File: src/nrlp_pkg.sv
// shared types and constants of the number range list parser
package nrlp_pkg;

    // element count and output number width
    localparam int COUNT_W = 16;
    localparam logic [COUNT_W-1:0] COUNT_MAX = '1;

    // character codes
    localparam logic [7:0] CH_NUL   = 8'h00;
    localparam logic [7:0] CH_TAB   = 8'h09;
    localparam logic [7:0] CH_SPACE = 8'h20;
    localparam logic [7:0] CH_COMMA = 8'h2C;
    localparam logic [7:0] CH_DASH  = 8'h2D;
    localparam logic [7:0] CH_ZERO  = 8'h30;
    localparam logic [7:0] CH_NINE  = 8'h39;

    // result kinds
    typedef enum logic [1:0] {
        KIND_RUN   = 2'd0,
        KIND_DONE  = 2'd1,
        KIND_ERROR = 2'd2
    } kind_t;

    // syntax error codes
    typedef enum logic [1:0] {
        ERR_COMMA_OR_DASH = 2'd0,
        ERR_NUMBER        = 2'd1,
        ERR_COMMA         = 2'd2
    } err_t;

    // one result word
    typedef struct packed {
        kind_t              kind;
        logic [COUNT_W-1:0] run_first;
        logic [COUNT_W-1:0] run_last;
        logic [COUNT_W-1:0] position;
        err_t               error_code;
        logic               list_end;
    } result_t;

    // which result words the parser produces this cycle
    typedef struct packed {
        logic run_vld;
        logic end_vld;
    } push_t;

endpackage

File: src/number_range_list_parser_unit.sv
// top level of the number range list parser
//
// Input channel char_valid/char_ready/char_code takes one character word a
// cycle while char_ready is high; a zero byte ends a list. Output channel
// result_valid/result_ready gives result words: a run (kind, run_first,
// run_last, position), a done word with the element count, or a syntax
// error word; list_end marks the final word of a list.
// A character accepted into the input register is decoded from it, and its
// result words are written to the result queue for the receiver.
// Throughput: one character per cycle while char_ready is high. A character
// that closes a run and also ends the list gives two words, which the
// four-entry result queue takes together.
// When the receiver stalls, results collect in the queue and the input
// register holds its character; char_ready drops once the queue cannot
// take two more words.
// Reset clears the parser state and empties the queue; the block then waits
// for the first number of a new list.
module number_range_list_parser_unit
    import nrlp_pkg::*;
#(
    parameter int NUMBER_WIDTH = 16
)
(
    input  logic        clk,
    input  logic        rst_n,
    input  logic        char_valid,
    output logic        char_ready,
    input  logic [7:0]  char_code,
    output logic        result_valid,
    input  logic        result_ready,
    output logic [1:0]  kind,
    output logic [15:0] run_first,
    output logic [15:0] run_last,
    output logic [15:0] position,
    output logic [1:0]  error_code,
    output logic        list_end
);

    logic       char_vld_reg;
    logic [7:0] char_reg;
    logic       space;
    logic       fire;
    push_t      push;
    result_t    run_res;
    result_t    end_res;
    result_t    result_data;

    // input register handshake
    assign fire       = char_vld_reg && space;
    assign char_ready = !char_vld_reg || fire;

    always_ff @(posedge clk or negedge rst_n)
    begin
        if (!rst_n)
        begin
            char_vld_reg <= 1'b0;
        end
        else if (char_ready)
        begin
            char_vld_reg <= char_valid;
        end
    end

    // input word payload
    always_ff @(posedge clk)
    begin
        if (char_valid && char_ready)
        begin
            char_reg <= char_code;
        end
    end

    // parser
    nrlp_core #(
        .NUMBER_WIDTH(NUMBER_WIDTH)
    ) u_core (
        .clk       (clk),
        .rst_n     (rst_n),
        .fire      (fire),
        .char_code (char_reg),
        .push      (push),
        .run_res   (run_res),
        .end_res   (end_res)
    );

    // result queue
    nrlp_result_fifo u_fifo (
        .clk          (clk),
        .rst_n        (rst_n),
        .push         (push),
        .run_res      (run_res),
        .end_res      (end_res),
        .space        (space),
        .result_valid (result_valid),
        .result_ready (result_ready),
        .result_data  (result_data)
    );

    // output fields
    assign kind       = result_data.kind;
    assign run_first  = result_data.run_first;
    assign run_last   = result_data.run_last;
    assign position   = result_data.position;
    assign error_code = result_data.error_code;
    assign list_end   = result_data.list_end;

endmodule

File: src/nrlp_core.sv
// parser state and per-character decode producing run and end words
module nrlp_core
    import nrlp_pkg::*;
#(
    parameter int NUMBER_WIDTH = 16
)
(
    input  logic       clk,
    input  logic       rst_n,
    input  logic       fire,
    input  logic [7:0] char_code,
    output push_t      push,
    output result_t    run_res,
    output result_t    end_res
);

    typedef enum logic [2:0] {
        PH_WAIT          = 3'd0,
        PH_IN_FIRST      = 3'd1,
        PH_AFTER_FIRST   = 3'd2,
        PH_EXPECT_SECOND = 3'd3,
        PH_IN_SECOND     = 3'd4,
        PH_AFTER_SECOND  = 3'd5,
        PH_DRAIN         = 3'd6
    } phase_t;

    localparam logic [NUMBER_WIDTH-1:0] NUM_MAX = '1;
    localparam int SUM_W = ((NUMBER_WIDTH > COUNT_W) ? NUMBER_WIDTH : COUNT_W) + 1;
    localparam int ACC_W = NUMBER_WIDTH + 4;

    phase_t                  phase_reg, phase_next;
    logic [NUMBER_WIDTH-1:0] accum_reg, accum_next;
    logic [NUMBER_WIDTH-1:0] rbeg_reg, rbeg_next;
    logic [COUNT_W-1:0]      count_reg, count_next;

    logic                    digit;
    logic                    blank;
    logic [3:0]              digit_val;
    logic [ACC_W-1:0]        acc_x10;
    logic [NUMBER_WIDTH-1:0] acc_sat;
    logic                    close_second;
    logic [NUMBER_WIDTH-1:0] first_sel;
    logic [NUMBER_WIDTH-1:0] span;
    logic [SUM_W-1:0]        total;
    logic [COUNT_W-1:0]      count_sum;
    logic                    run_ok;

    logic                    run_emit;
    logic                    end_emit;
    kind_t                   end_kind;
    err_t                    end_err;
    logic [COUNT_W-1:0]      end_pos;

    // character classes
    assign digit     = (char_code >= CH_ZERO) && (char_code <= CH_NINE);
    assign blank     = (char_code == CH_SPACE) || (char_code == CH_TAB);
    assign digit_val = digit ? 4'(char_code - CH_ZERO) : 4'd0;

    // saturating decimal accumulate: acc * 10 + digit
    assign acc_x10 = (ACC_W'(accum_reg) << 3) + (ACC_W'(accum_reg) << 1) + ACC_W'(digit_val);
    assign acc_sat = (acc_x10 > ACC_W'(NUM_MAX)) ? NUM_MAX : acc_x10[NUMBER_WIDTH-1:0];

    // run bounds and saturating count after the run
    assign close_second = (phase_reg == PH_IN_SECOND) && !digit;
    assign first_sel    = close_second ? rbeg_reg : accum_reg;
    assign run_ok       = !close_second || (accum_reg >= rbeg_reg);
    assign span         = accum_reg - first_sel;
    assign total        = SUM_W'(count_reg) + SUM_W'(span) + SUM_W'(1);
    assign count_sum    = (total > SUM_W'(COUNT_MAX)) ? COUNT_MAX : total[COUNT_W-1:0];

    // next state and result decode
    always_comb
    begin
        phase_t             ph;
        logic [COUNT_W-1:0] cnt;
        logic               clear;
        logic               drain;

        ph         = phase_reg;
        cnt        = count_reg;
        clear      = 1'b0;
        drain      = 1'b0;
        phase_next = phase_reg;
        accum_next = accum_reg;
        rbeg_next  = rbeg_reg;
        count_next = count_reg;
        run_emit   = 1'b0;
        end_emit   = 1'b0;
        end_kind   = KIND_DONE;
        end_err    = ERR_COMMA_OR_DASH;
        end_pos    = '0;

        if (phase_reg == PH_DRAIN)
        begin
            // drop everything up to the terminator
            clear = (char_code == CH_NUL);
        end
        else
        begin
            // a non-digit ends the number being read
            if ((phase_reg == PH_IN_FIRST) && !digit)
            begin
                ph = PH_AFTER_FIRST;
            end
            if (close_second)
            begin
                ph = PH_AFTER_SECOND;
                if (run_ok)
                begin
                    run_emit = 1'b1;
                    cnt      = count_sum;
                end
            end
            phase_next = ph;
            count_next = cnt;

            if (!blank)
            begin
                unique case (ph)
                    PH_IN_FIRST, PH_IN_SECOND:
                    begin
                        accum_next = acc_sat;
                    end
                    PH_AFTER_FIRST:
                    begin
                        if (char_code == CH_DASH)
                        begin
                            rbeg_next  = accum_reg;
                            phase_next = PH_EXPECT_SECOND;
                        end
                        else if ((char_code == CH_COMMA) || (char_code == CH_NUL))
                        begin
                            run_emit   = 1'b1;
                            cnt        = count_sum;
                            count_next = cnt;
                            phase_next = PH_WAIT;
                            if (char_code == CH_NUL)
                            begin
                                end_emit = 1'b1;
                                end_kind = KIND_DONE;
                                end_pos  = cnt;
                                clear    = 1'b1;
                            end
                        end
                        else
                        begin
                            end_emit = 1'b1;
                            end_kind = KIND_ERROR;
                            end_err  = ERR_COMMA_OR_DASH;
                            clear    = 1'b1;
                            drain    = 1'b1;
                        end
                    end
                    PH_EXPECT_SECOND:
                    begin
                        if (digit)
                        begin
                            accum_next = NUMBER_WIDTH'(digit_val);
                            phase_next = PH_IN_SECOND;
                        end
                        else
                        begin
                            end_emit = 1'b1;
                            end_kind = KIND_ERROR;
                            end_err  = ERR_NUMBER;
                            clear    = 1'b1;
                            drain    = (char_code != CH_NUL);
                        end
                    end
                    PH_AFTER_SECOND:
                    begin
                        if (char_code == CH_COMMA)
                        begin
                            phase_next = PH_WAIT;
                        end
                        else if (char_code == CH_NUL)
                        begin
                            end_emit = 1'b1;
                            end_kind = KIND_DONE;
                            end_pos  = cnt;
                            clear    = 1'b1;
                        end
                        else
                        begin
                            end_emit = 1'b1;
                            end_kind = KIND_ERROR;
                            end_err  = ERR_COMMA;
                            clear    = 1'b1;
                            drain    = 1'b1;
                        end
                    end
                    default:
                    begin
                        // waiting for the first number; stray non-digits ignored
                        if (digit)
                        begin
                            accum_next = NUMBER_WIDTH'(digit_val);
                            phase_next = PH_IN_FIRST;
                        end
                        else if (char_code == CH_NUL)
                        begin
                            end_emit = 1'b1;
                            end_kind = KIND_DONE;
                            end_pos  = cnt;
                            clear    = 1'b1;
                        end
                    end
                endcase
            end
        end

        // list finished: start afresh
        if (clear)
        begin
            accum_next = '0;
            rbeg_next  = '0;
            count_next = '0;
            phase_next = drain ? PH_DRAIN : PH_WAIT;
        end
    end

    // result words
    always_comb
    begin
        run_res.kind       = KIND_RUN;
        run_res.run_first  = COUNT_W'(first_sel);
        run_res.run_last   = COUNT_W'(accum_reg);
        run_res.position   = count_reg;
        run_res.error_code = ERR_COMMA_OR_DASH;
        run_res.list_end   = 1'b0;

        end_res.kind       = end_kind;
        end_res.run_first  = '0;
        end_res.run_last   = '0;
        end_res.position   = end_pos;
        end_res.error_code = end_err;
        end_res.list_end   = 1'b1;

        push.run_vld = fire && run_emit;
        push.end_vld = fire && end_emit;
    end

    // parser state
    always_ff @(posedge clk or negedge rst_n)
    begin
        if (!rst_n)
        begin
            phase_reg <= PH_WAIT;
            accum_reg <= '0;
            rbeg_reg  <= '0;
            count_reg <= '0;
        end
        else if (fire)
        begin
            phase_reg <= phase_next;
            accum_reg <= accum_next;
            rbeg_reg  <= rbeg_next;
            count_reg <= count_next;
        end
    end

`ifndef SYNTHESIS
    // an error on a non-terminator character starts dropping
    assert property (@(posedge clk) disable iff (!rst_n)
        push.end_vld && (end_res.kind == KIND_ERROR) && (char_code != CH_NUL)
        |=> phase_reg == PH_DRAIN)
        else $error("error word not followed by drain phase");

    // the final word of a list clears the count
    assert property (@(posedge clk) disable iff (!rst_n)
        push.end_vld |=> (count_reg == '0) && (accum_reg == '0))
        else $error("list state not cleared after final word");
`endif

endmodule

File: src/nrlp_result_fifo.sv
// result queue taking up to two words a cycle and giving one while result_ready is high
module nrlp_result_fifo
    import nrlp_pkg::*;
(
    input  logic    clk,
    input  logic    rst_n,
    input  push_t   push,
    input  result_t run_res,
    input  result_t end_res,
    output logic    space,
    output logic    result_valid,
    input  logic    result_ready,
    output result_t result_data
);

    localparam int DEPTH = 4;
    localparam int PTR_W = 2;
    localparam int CNT_W = 3;

    result_t           mem [DEPTH];
    logic [PTR_W-1:0]  wr_ptr_reg, wr_ptr_next;
    logic [PTR_W-1:0]  rd_ptr_reg, rd_ptr_next;
    logic [CNT_W-1:0]  count_reg, count_next;
    logic [1:0]        push_n;
    logic              pop;
    result_t           entry0;

    // word ordering: run before done or error
    assign push_n = {1'b0, push.run_vld} + {1'b0, push.end_vld};
    assign entry0 = push.run_vld ? run_res : end_res;
    assign pop    = (count_reg != '0) && result_ready;

    assign space        = count_reg <= CNT_W'(DEPTH - 2);
    assign result_valid = count_reg != '0;
    assign result_data  = mem[rd_ptr_reg];

    // pointer and fill arithmetic
    always_comb
    begin
        wr_ptr_next = wr_ptr_reg + PTR_W'(push_n);
        rd_ptr_next = rd_ptr_reg + PTR_W'(pop);
        count_next  = count_reg + CNT_W'(push_n) - CNT_W'(pop);
    end

    // storage
    always_ff @(posedge clk)
    begin
        if (push_n != 2'd0)
        begin
            mem[wr_ptr_reg] <= entry0;
        end
        if (push_n == 2'd2)
        begin
            mem[PTR_W'(wr_ptr_reg + 1'b1)] <= end_res;
        end
    end

    // queue control
    always_ff @(posedge clk or negedge rst_n)
    begin
        if (!rst_n)
        begin
            wr_ptr_reg <= '0;
            rd_ptr_reg <= '0;
            count_reg  <= '0;
        end
        else
        begin
            wr_ptr_reg <= wr_ptr_next;
            rd_ptr_reg <= rd_ptr_next;
            count_reg  <= count_next;
        end
    end

`ifndef SYNTHESIS
    // never overfilled
    assert property (@(posedge clk) disable iff (!rst_n)
        count_reg <= CNT_W'(DEPTH))
        else $error("result queue overflow");

    // a double push without a pop grows the fill by two
    assert property (@(posedge clk) disable iff (!rst_n)
        (push_n == 2'd2) && !pop |=> count_reg == $past(count_reg) + CNT_W'(2))
        else $error("double push lost a word");
`endif

endmodule

File: config.mk
export PLATFORM = sky130hd
export DESIGN_NAME = number_range_list_parser_unit
export DESIGN_NICKNAME = d
export VERILOG_FILES = /design/src/nrlp_pkg.sv /design/src/number_range_list_parser_unit.sv /design/src/nrlp_core.sv /design/src/nrlp_result_fifo.sv
export SDC_FILE = /design/constraint.sdc
export NUM_CORES = 1
export LEC_CHECK = 0
export BUFFER_PORTS_ARGS = -buffer_cell sky130_fd_sc_hd__buf_2
export CORE_ASPECT_RATIO = 0.75
export CORE_UTILIZATION = 58
export DETAILED_ROUTE_END_ITERATION = 6
export PLACE_DENSITY = 0.76
export SETUP_SLACK_MARGIN = 0.15
export SLEW_MARGIN = 0
export SYNTH_ARGS = -nofsm -noshare
export SYNTH_HDL_FRONTEND = slang
export SYNTH_SLANG_ARGS = --single-unit
File: constraint.sdc
create_clock -name clk -period 14.1 [get_ports clk]
set_input_delay 0 -clock clk [delete_from_list [all_inputs] [get_ports clk]]
set_output_delay 0 -clock clk [all_outputs]
set_load 0.01 [all_outputs]
After elaboration in Yosys (flattened, before gate mapping)
Memories as Yosys holds them, arrays and structs flattened.
Index checks and enable logic that the tools add are counted.
{"block": "word_totals", "wordCells": 160, "mem_count": 1, "regBits": 67, "output_inout_bits": 55, "ramBits": 212, "inputBits": 12}
{"memory": "u_fifo.mem", "words": 4, "width": 53, "read_ports": 1, "rd_clocked_by_memory_dff": 0, "wr": 2, "line": "nrlp_result_fifo.sv:20", "rtl": "result_t mem [DEPTH];"}
{"block": "op_classes", "n_eq_ne": 16, "n_addsub": 12, "reduce_logical": 28, "mux": 88, "order_cmp": 6}
{"op": "2-to-1 mux 16 bit", "n": 28}
{"op": "2-to-1 mux 53 bit", "n": 1}
{"op": "one-hot mux 16 bit (3 select lines)", "n": 1}
{"op": "2-to-1 mux 3 bit", "n": 12}
{"op": "one-hot mux 16 bit (2 select lines)", "n": 1}
{"op": "2-to-1 mux 1 bit", "n": 28}
{"op": "== test 8 x 6 -> 1 bit (second input constant)", "n": 3}
{"op": "2-to-1 mux 2 bit", "n": 11}
{"op": "adder 19 x 17 -> 20 bit", "n": 1}
{"op": "adder 20 x 4 -> 20 bit", "n": 1}
{"op": "greater-than comparator 20 x 16 -> 1 bit (second input constant)", "n": 1}
{"op": "adder 16 x 16 -> 17 bit", "n": 1}
{"op": "adder 17 x 1 -> 17 bit (second input constant)", "n": 1}
{"op": "greater-than comparator 17 x 16 -> 1 bit (second input constant)", "n": 1}
{"op": ">= comparator 16 bit", "n": 1}
{"op": "subtractor 16 bit", "n": 1}
{"op": "== test 3 bit (second input constant)", "n": 4}
{"op": "one-hot mux 3 bit (4 select lines)", "n": 1}
{"op": "AND reduction 5 bit", "n": 2}
{"op": "== test 8 x 4 -> 1 bit (second input constant)", "n": 1}
{"op": ">= comparator 8 x 6 -> 1 bit (second input constant)", "n": 1}
{"op": "<= comparator 8 x 6 -> 1 bit (second input constant)", "n": 1}
{"op": "logical AND 1 bit", "n": 8}
{"op": "logical NOT 8 bit", "n": 1}
{"op": "26 further kinds", "n": 38}

Depth between registers and ports, before layout
Gate-level depths: netlist of run 1.
{"block": "logic_depth", "word_depth": 18, "depth_mapped": 29}

Modules after synthesis
Synthesis of run 1 repeated with hierarchy kept, for this count alone.
{"block": "unflattened", "cells_unflattened": 1650, "hier_area_um2": 17909.7}
{"mod": "nrlp_result_fifo", "area_each_um2": 11469.8, "n_inst": 1, "cells_per_inst": 817}
{"mod": "nrlp_core", "area_each_um2": 6139.6, "n_inst": 1, "cells_per_inst": 820}
{"mod": "number_range_list_parser_unit", "area_each_um2": 300.3, "n_inst": 1, "cells_per_inst": 13}

Least setup slack after synthesis of run 1
OpenSTA, ideal clock, no wires.
{"block": "synth_timing", "path_kind": "register to register", "start": "reg char_reg[6]", "end": "mem u_fifo.mem[1][17] (netlist name), data pin", "slack_ns": 8.506, "period_less_slack_ns": 5.594, "stages_incl_launch_ff": 29, "setup_time_ns": 0.261, "arrival_time_ns": 5.333, "n_path_buf": 3, "cell_sequence": "edfxtp_1 nand4bb_1 or2_1 buf_4 nand3_2 clkbuf_1 mux2i_1 inv_1 ha_1 inv_1 fa_1 a21o_1 a21o_1 a21oi_1 o21ai_0 a41oi_1 a21oi_1 a21o_1 a21oi_1 xnor2_1 ha_1 nor2b_1 nor2_1 nor2_1 a311oi_1 buf_2 nand2_1 a22o_1 a221o_1"}
{"item": "start: declaration", "line": "number_range_list_parser_unit.sv:40", "rtl": "logic [7:0] char_reg;"}
{"item": "start signal: assignment", "line": "number_range_list_parser_unit.sv:69", "rtl": "char_reg <= char_code;"}
{"item": "end: declaration", "line": "nrlp_result_fifo.sv:20"}

==> flow_summary.json, run 1 <==
{
  "io_buffers": 66,
  "largest_reg_flops": 212,
  "cts_hold_buf": 11,
  "initial_core_util_pct": 59.90,
  "final_cell_mix": "155 x nand2_1, 146 x a22o_1, 132 x dfxtp_1",
  "critPathBufInv": 2,
  "die_w_um": 188.6,
  "drive_gt1_share_pct": 14.69,
  "synth_area_um2": 15140,
  "cts_max_path_buffers": 3,
  "critPathCaptureType": "flip-flop",
  "fin_util_pct": 66.25,
  "cp_top_family": "compound AO/OA/AOI/OAI gates",
  "cts_resized": 0,
  "period_needed_ns": 6.416,
  "dp_hpwl_um": 28100,
  "fmax_ghz": 0.1559,
  "antenna_found_initial": 0,
  "cp_slowest_cell": "dfrtp_1",
  "grt_pass1_wl_um": 64680,
  "grt.overflow.total": 0,
  "rows": 50,
  "final.setup.tns_ns": 0,
  "via_count": 12050,
  "path_depth": 25,
  "gp_congestion": 0.9701,
  "finalHoldViolations": 0,
  "yosys-top-cells-area": "dfxtp_1 17%, edfxtp_1 17%, dfrtp_1 9.8%",
  "antenna_cells": 0,
  "pin_count": 67,
  "cts_setup_buffers": 0,
  "yosysWarnings": 0,
  "ys_ff_latch": 279,
  "clkSinkCount": 279,
  "finalSetupViolCount": 0,
  "timing.critical_path.from_type": "flip-flop",
  "routed_wl_um": 40950,
  "worst-slew-pin-transition_ns": 1.071,
  "rsz0062_at_grt": "false",
  "place_ws_ns": 7.853,
  "dr.pass1.iters": 6,
  "fin_nets": 1587,
  "grt_max_degree": 60,
  "maxCapViolations": 0,
  "power.density_nw_per_um2": 152.8,
  "top_register": "u_fifo.mem",
  "synth_seq_area_share_pct": 44.66,
  "dieArea_um2": 26760,
  "clkTransAtPathRegs_ns": 0.06,
  "routed_via_density": 6.544,
  "regToRegStartpoint": "u_core.phase_reg[1]",
  "status": "complete, no violations",
  "startpoint": "u_core.phase_reg[1]",
  "layout_commonest_cell": "nand2_1",
  "ir_drop_mv": 0.1011,
  "finalCritPeriodShare_pct": 45.50,
  "crit_required_ns": 14.39,
  "synthArstFlopShare_pct": 21.15,
  "synth_top_area_share_pct": 17.46,
  "clock_latency_ns": 0.56,
  "synthCells": 1447,
  "tritoncts": "built",
  "cp-endpoint": "u_fifo.mem[2][6]",
  "finClkSkew_ns": 0.01028,
  "cts.root.buffer_cell": "clkbuf_16",
  "synth_edf_count": 88,
  "path_class": "reg -> reg",
  "drtAntennaViolNets": 0,
  "hp-class": "in -> async",
  "slowest_delay_ns": 0.69,
  "setup_slack_ns": 7.684,
  "rrSetupSlack_ns": 7.68,
  "avgRoutedWirePerCell_um": 22.23,
  "first_global_vias": 11490,
  "avgSynthCellArea_um2": 10.46,
  "drc": 0,
  "synth_ff_type": "dfxtp_1",
  "track_usage_pct": 30.94,
  "htree_levels": 1,
  "synth_nets": 1551,
  "area_growth_pct": 10.61,
  "ys_types": 89,
  "maxSlewHeadroom_pct": 28.52,
  "cts_buffers": 27,
  "die_y_um": 141.9,
  "r2r.worst_path.cells": 25,
  "core_um2": 25270,
  "r2r-end": "u_fifo.mem[2][6]",
  "power.leakage_nw": 6.739,
  "critical_path_arrival_ns": 6.70,
  "slew_violations": 0,
  "first_iter_violations": 1492,
  "synth_area_leader_cell": "dfxtp_1",
  "cp_common_cell": "a21oi_1",
  "cp_max_fo": 33
}
[area by class of cell]
class	count	area (µm²)
clock inverter	13	207.7
inverter	50	190.2
sequential	279	6764
clock buffer	37	773.2
multi-input combinational	1034	7841
fill	1932	8529
timing repair buffer	91	545.5
tap	338	422.9
[synth_stat cells (all sizes together), types with 16 or more instances]
library cell	instances
ha	87
nand2b	16
mux4	53
nor3	20
inv	50
nor2	117
a21oi	69
buf	28
a22o	146
o21ai	137
edfxtp	88
xnor2	26
nand2	155
dfxtp	132
dfrtp	59
a21o	17
clkbuf	56
[cells by family after synthesis]
group	share of synthesized area, %
compound gates	21.85
fa+ha+maj	7.852
xor+xnor	2.372
simple gates	11.54
flops	44.66
mux	8.025
buf+inv	3.695
[worst register-to-register path, cell delays in order, from the launching register on]
cell and delay, ns:
dfrtp_1 0.69, nor2_1 0.33, nand3_2 0.50, mux2i_1 0.28, inv_1 0.09, ha_1 0.17, inv_1 0.06, fa_1 0.40
a21o_1 0.18, a21o_1 0.19, a21oi_1 0.18, o21ai_0 0.15, a41oi_1 0.28, a21oi_1 0.14, a21o_1 0.20, a21oi_1 0.16
xnor2_1 0.14, ha_1 0.28, nor2b_1 0.16, nor2_1 0.09, nor2_1 0.06, a311o_1 0.45, a21oi_1 0.34, o21ai_0 0.15
a21oi_1 0.35, o21ai_0 0.14
[where the power goes]
part	switching, mW	internal, mW	total, mW
Combinational	0.443	0.360	0.803
Clock	0.322	0.477	0.799
Sequential	0.0915	0.865	0.956
[worst min path at each step]
stage | endpoint | slack (ns) | cells past startpoint
6_report | u_fifo.count_reg[1] | 0.13 | 3
3_5_place_dp | char_reg[7] | 0.18 | 1
5_1_grt | char_reg[6] | 0.15 | 2
3_3_place_gp | char_reg[6] | 0.18 | 1
2_1_floorplan | char_vld_reg | -0.30 | 0
4_1_cts | char_reg[7] | 0.14 | 2
[routing by layer]
| layer | part of all wire [%] | up-vias | track usage (%) |
|---|---|---|---|
| met5 | 0 | - | 0 |
| met4 | 1.9 | 0 | 6.452 |
| met3 | 11 | 74 | 6.950 |
| met2 | 43 | 657 | 46.15 |
| met1 | 44 | 5835 | 46.04 |
| li1 | - | 5488 | - |
[stage by stage]
step           cells  power, mW  hold slack (ns)  instance area (µm²)
2_1_floorplan   1447      1.549          -0.2956                15140
4_1_cts         1842      2.554           0.1376                16740
3_5_place_dp    1781      1.764           0.1781                15650
3_3_place_gp    1781      1.747           0.1767                15650
5_1_grt         1842      2.679           0.1523                16740
6_report        1842      2.558           0.1312                16740
Note: power is estimated with default switching activity, not from simulation.
==> inputs of run 2 (changes only) <==
==> constraint.sdc (replaced) <==
create_clock -name clk -period 6.42 [get_ports clk]
set_input_delay 0 -clock clk [delete_from_list [all_inputs] [get_ports clk]]
set_output_delay 0 -clock clk [all_outputs]
set_load 0.01 [all_outputs]
==> flow_summary.json, run 2 (synthesis results as in run 1) <==
{
  "antenna_cells": 0,
  "gp_congestion": 0.9840,
  "place_ws_ns": 0.3661,
  "path_class": "reg -> reg",
  "place_inst": 1788,
  "status": "complete, no violations",
  "largest_reg_flops": 212,
  "clkTransAtPathRegs_ns": 0.07,
  "final_cell_mix": "155 x nand2_1, 146 x a22o_1, 132 x dfxtp_1",
  "power.leakage_nw": 6.754,
  "final.setup.tns_ns": 0,
  "clkSinkCount": 279,
  "cts_max_path_buffers": 3,
  "ir_drop_mv": 0.2241,
  "place_area_um2": 15700,
  "design_area_um2": 16720,
  "cts_buffers": 27,
  "first_iter_violations": 1347,
  "maxCapViolations": 0,
  "worst-slew-pin-transition_ns": 1.156,
  "slowest_delay_ns": 0.45,
  "final-instance-count-excl-fill": 1850,
  "critPathCaptureType": "flip-flop",
  "die_y_um": 141.9,
  "die_w_um": 188.6,
  "drc": 0,
  "finalHoldViolations": 0,
  "routed_wl_um": 40750,
  "hp-class": "in -> async",
  "total_power_mw": 5.459,
  "cts.root.buffer_cell": "clkbuf_16",
  "rows": 50,
  "nFillCells": 1964,
  "finalSetupViolCount": 0,
  "dieArea_um2": 26760,
  "drtAntennaViolNets": 0,
  "pin_count": 67,
  "layout_commonest_cell": "nand2_1",
  "antenna_found_initial": 0,
  "htree_levels": 1,
  "finalCritPeriodShare_pct": 91.35,
  "track_usage_pct": 30.69,
  "top_register": "u_fifo.mem",
  "period_needed_ns": 5.865,
  "avgRoutedWirePerCell_um": 22.03,
  "clock_latency_ns": 0.56,
  "hold_ws_ns": 0.1470,
  "power.density_nw_per_um2": 326.5,
  "dp_hpwl_um": 27990,
  "tritoncts": "built",
  "initial_core_util_pct": 59.90,
  "routed_via_density": 6.529,
  "first_global_vias": 11590,
  "rsz0062_at_grt": "false",
  "io_buffers": 66,
  "cp_slowest_cell": "a311o_2",
  "drive_gt1_share_pct": 15.48,
  "finClkSkew_ns": 0.01069,
  "area_growth_pct": 10.45,
  "grt.overflow.total": 0,
  "critical_path_arrival_ns": 6.16,
  "grt_max_degree": 60,
  "setup_slack_ns": 0.5552,
  "dr.pass1.iters": 5,
  "slew_violations": 0,
  "fmax_ghz": 0.1705,
  "cp_max_fo": 31,
  "maxSlewHeadroom_pct": 22.84,
  "fin_util_pct": 66.15,
  "via_count": 12080,
  "grt_pass1_wl_um": 64040,
  "core_um2": 25270,
  "fin_nets": 1595,
  "cp_common_cell": "a21oi_1",
  "crit_required_ns": 6.71,
  "timing.critical_path.from_type": "flip-flop"
}
[run 2: layout make-up]
class                           count  area (µm²)  area share [%]
Timing Repair Buffer               99       609.3           3.644
Inverter                           50       190.2           1.137
Sequential cell                   279        6764           40.45
Tap cell                          338       422.9           2.529
Clock inverter                     14       112.6          0.6735
Multi-Input combinational cell   1034        7856           46.99
Clock buffer                       36       764.5           4.572
[run 2: path summary, 6_finish.rpt]
check / from / end / slack (ns) / depth (start not counted)
max: char_reg[6] / u_fifo.mem[0][12] / 0.56 / 25
min: rst_n / u_fifo.count_reg[1] / 0.15 / 3
max reg2reg: char_reg[6] / u_fifo.mem[0][12] / 0.56 / 25
min reg2reg: u_fifo.mem[1][25] / u_fifo.mem[1][25] / 0.47 / 1
max in group asynchronous: rst_n / u_fifo.rd_ptr_reg[1] / 5.72 / 3
min in group clk: char_code[1] / char_reg[1] / 0.15 / 2
[run 2: what timing repair did]
action                                 CTS  global route
hold buffers                            11             0
setup buffers                            0             1
setup endpoints to repair                0            43
resized for setup                        0             8
endpoints found under the hold margin   78             0
[run 2: worst max-delay path, delay by kind of cell (launching register included)]
family | cells | cell delay, ns
buf+inv | 2 | 0.39
compound gates | 13 | 2.89
flops | 1 | 0.40
xor+xnor | 1 | 0.14
simple gates | 7 | 1.17
fa+ha+maj | 2 | 0.61
[run 2: routing by layer]
layer  global-route usage (%)  share of wire [%]  up-vias
li1                         -                  -     5512
met1                    44.31                 44     5947
met2                    45.67                 43      568
met3                    8.187                 11       52
met4                    8.022                1.9        0
met5                        0                  0        -
[run 2: where the power goes]
part	leakage [nW]	internal, mW	switching [mW]
logic	3.65	0.799	1.01
registers	2.66	1.90	0.169
clock network	0.450	0.884	0.701
==> inputs of run 3 (changes only) <==
--- a/config.mk
+++ b/config.mk
@@ -7,9 +7,9 @@
 export LEC_CHECK = 0
 export BUFFER_PORTS_ARGS = -buffer_cell sky130_fd_sc_hd__buf_2
 export CORE_ASPECT_RATIO = 0.75
-export CORE_UTILIZATION = 58
+export CORE_UTILIZATION = 50
 export DETAILED_ROUTE_END_ITERATION = 6
-export PLACE_DENSITY = 0.76
+export PLACE_DENSITY = 0.67
 export SETUP_SLACK_MARGIN = 0.15
 export SLEW_MARGIN = 0
 export SYNTH_ARGS = -nofsm -noshare
==> flow_summary.json, run 3 (synthesis results as in run 1) <==
{
  "status": "complete, no violations",
  "clock_latency_ns": 0.56,
  "clkTransAtPathRegs_ns": 0.07,
  "initial_core_util_pct": 51.51,
  "total_power_mw": 5.588,
  "die_w_um": 202.9,
  "period_needed_ns": 5.839,
  "crit_required_ns": 6.73,
  "power.leakage_nw": 6.814,
  "cp_max_fo": 31,
  "ir_drop_mv": 0.1880,
  "tritoncts": "built",
  "antenna_cells": 0,
  "fmax_ghz": 0.1713,
  "cts_max_path_buffers": 3,
  "avgRoutedWirePerCell_um": 21.36,
  "grt_pass1_wl_um": 63070,
  "finalCritPeriodShare_pct": 90.95,
  "finalHoldViolations": 0,
  "critical_path_arrival_ns": 6.14,
  "cp_common_cell": "a21oi_1",
  "layout_commonest_cell": "nand2_1",
  "rrSetupSlack_ns": 0.58,
  "core_um2": 29390,
  "top_register": "u_fifo.mem",
  "hold_ws_ns": 0.1537,
  "track_usage_pct": 25.80,
  "slowest_delay_ns": 0.45,
  "fin_nets": 1597,
  "maxSlewHeadroom_pct": 24.84,
  "first_global_vias": 11130,
  "gp_congestion": 0.9703,
  "drc": 0,
  "rows": 54,
  "rsz0062_at_grt": "false",
  "cts_buffers": 28,
  "cts_setup_buffers": 0,
  "critPathCaptureType": "flip-flop",
  "cp_slowest_cell": "a311o_1",
  "maxCapViolations": 0,
  "via_count": 11870,
  "dp_hpwl_um": 28330,
  "finClkSkew_ns": 0.01599,
  "finalSetupViolCount": 0,
  "final_cell_mix": "155 x nand2_1, 146 x a22o_1, 132 x dfxtp_1",
  "io_buffers": 66,
  "dr.pass1.iters": 5,
  "area_growth_pct": 11.81,
  "timing.critical_path.from_type": "flip-flop",
  "routed_wl_um": 40720,
  "hp-class": "in -> reg",
  "slew_violations": 0,
  "drtAntennaViolNets": 0,
  "largest_reg_flops": 212,
  "final.setup.tns_ns": 0,
  "path_class": "reg -> reg",
  "antenna_found_initial": 0,
  "dieArea_um2": 30980,
  "routed_via_density": 6.225,
  "grt_max_degree": 60,
  "htree_levels": 1,
  "cts.root.buffer_cell": "clkbuf_16",
  "drive_gt1_share_pct": 16.04,
  "critPathBufInv": 1,
  "pin_count": 67,
  "place_ws_ns": 0.4602,
  "die_y_um": 152.7,
  "fin_util_pct": 57.59,
  "setup_slack_ns": 0.5812,
  "cp_top_family": "compound AO/OA/AOI/OAI gates",
  "first_iter_violations": 1434,
  "grt.overflow.total": 0,
  "worst-slew-pin-transition_ns": 1.126,
  "power.density_nw_per_um2": 330.1,
  "clkSinkCount": 279
}
==> run 3: worst paths after layout <==
path	from	endpoint	cells after the start
max reg2reg	char_reg[6]	u_fifo.mem[1][12]	25
min in group asynchronous	rst_n	u_fifo.wr_ptr_reg[0]	3
min reg2reg	u_fifo.mem[1][0]	u_fifo.mem[1][0]	2
min	char_code[6]	char_reg[6]	2
max	char_reg[6]	u_fifo.mem[1][12]	25
max in group asynchronous	rst_n	u_fifo.rd_ptr_reg[0]	3
==> run 3: repair_timing <==
item,4_1_cts,5_1_grt
gates resized for setup,0,8
endpoints found under the hold margin,77,0
endpoints found under the setup margin,0,45
hold buffers,11,0
==> run 3: report_power, final <==
part           switching (mW)  internal [mW]  leakage, nW
sequential              0.193           1.90         2.66
clock                   0.724          0.992        0.501
combinational           0.985          0.795         3.66
total                    1.90           3.69         6.81
==> run 3: per-layer routing <==
metal  global-route usage [%]  vias up  part of all wire [%]
li1                         -     5509                     -
met1                    39.16     5779                    46
met2                    37.95      538                    43
met3                    5.368       46                   9.3
met4                    4.905        0                   1.4
met5                        0        -                     0
==> run 3: cell type report <==
| type | instances | area (µm²) |
|---|---|---|
| repair buffers | 100 | 616.8 |
| flip-flops and latches | 279 | 6764 |
| clock buffers | 39 | 867.1 |
| fillers | 2464 | 12460 |
| well taps | 392 | 490.5 |
| clock inverters | 13 | 120.1 |
| inverters | 50 | 190.2 |
| multi-input cells | 1034 | 7878 |
==> run 3: stage by stage <==
stage / instances / cell area, µm²
5_1_grt: 1907 / 16930
3_5_place_dp: 1844 / 15800
4_1_cts: 1907 / 16890
2_1_floorplan: 1447 / 15140
3_3_place_gp: 1844 / 15800
6_report: 1907 / 16930
==> run 3: worst register-to-register path, delay by kind of cell, from the launching register on <==
family | cells | cell delay [ns]
adder cells (fa/ha/maj) | 2 | 0.61
AND/OR/NAND/NOR | 7 | 1.21
flip-flops | 1 | 0.40
AO/OA/AOI/OAI | 14 | 3.01
buffers and inverters | 1 | 0.23
XOR/XNOR | 1 | 0.14
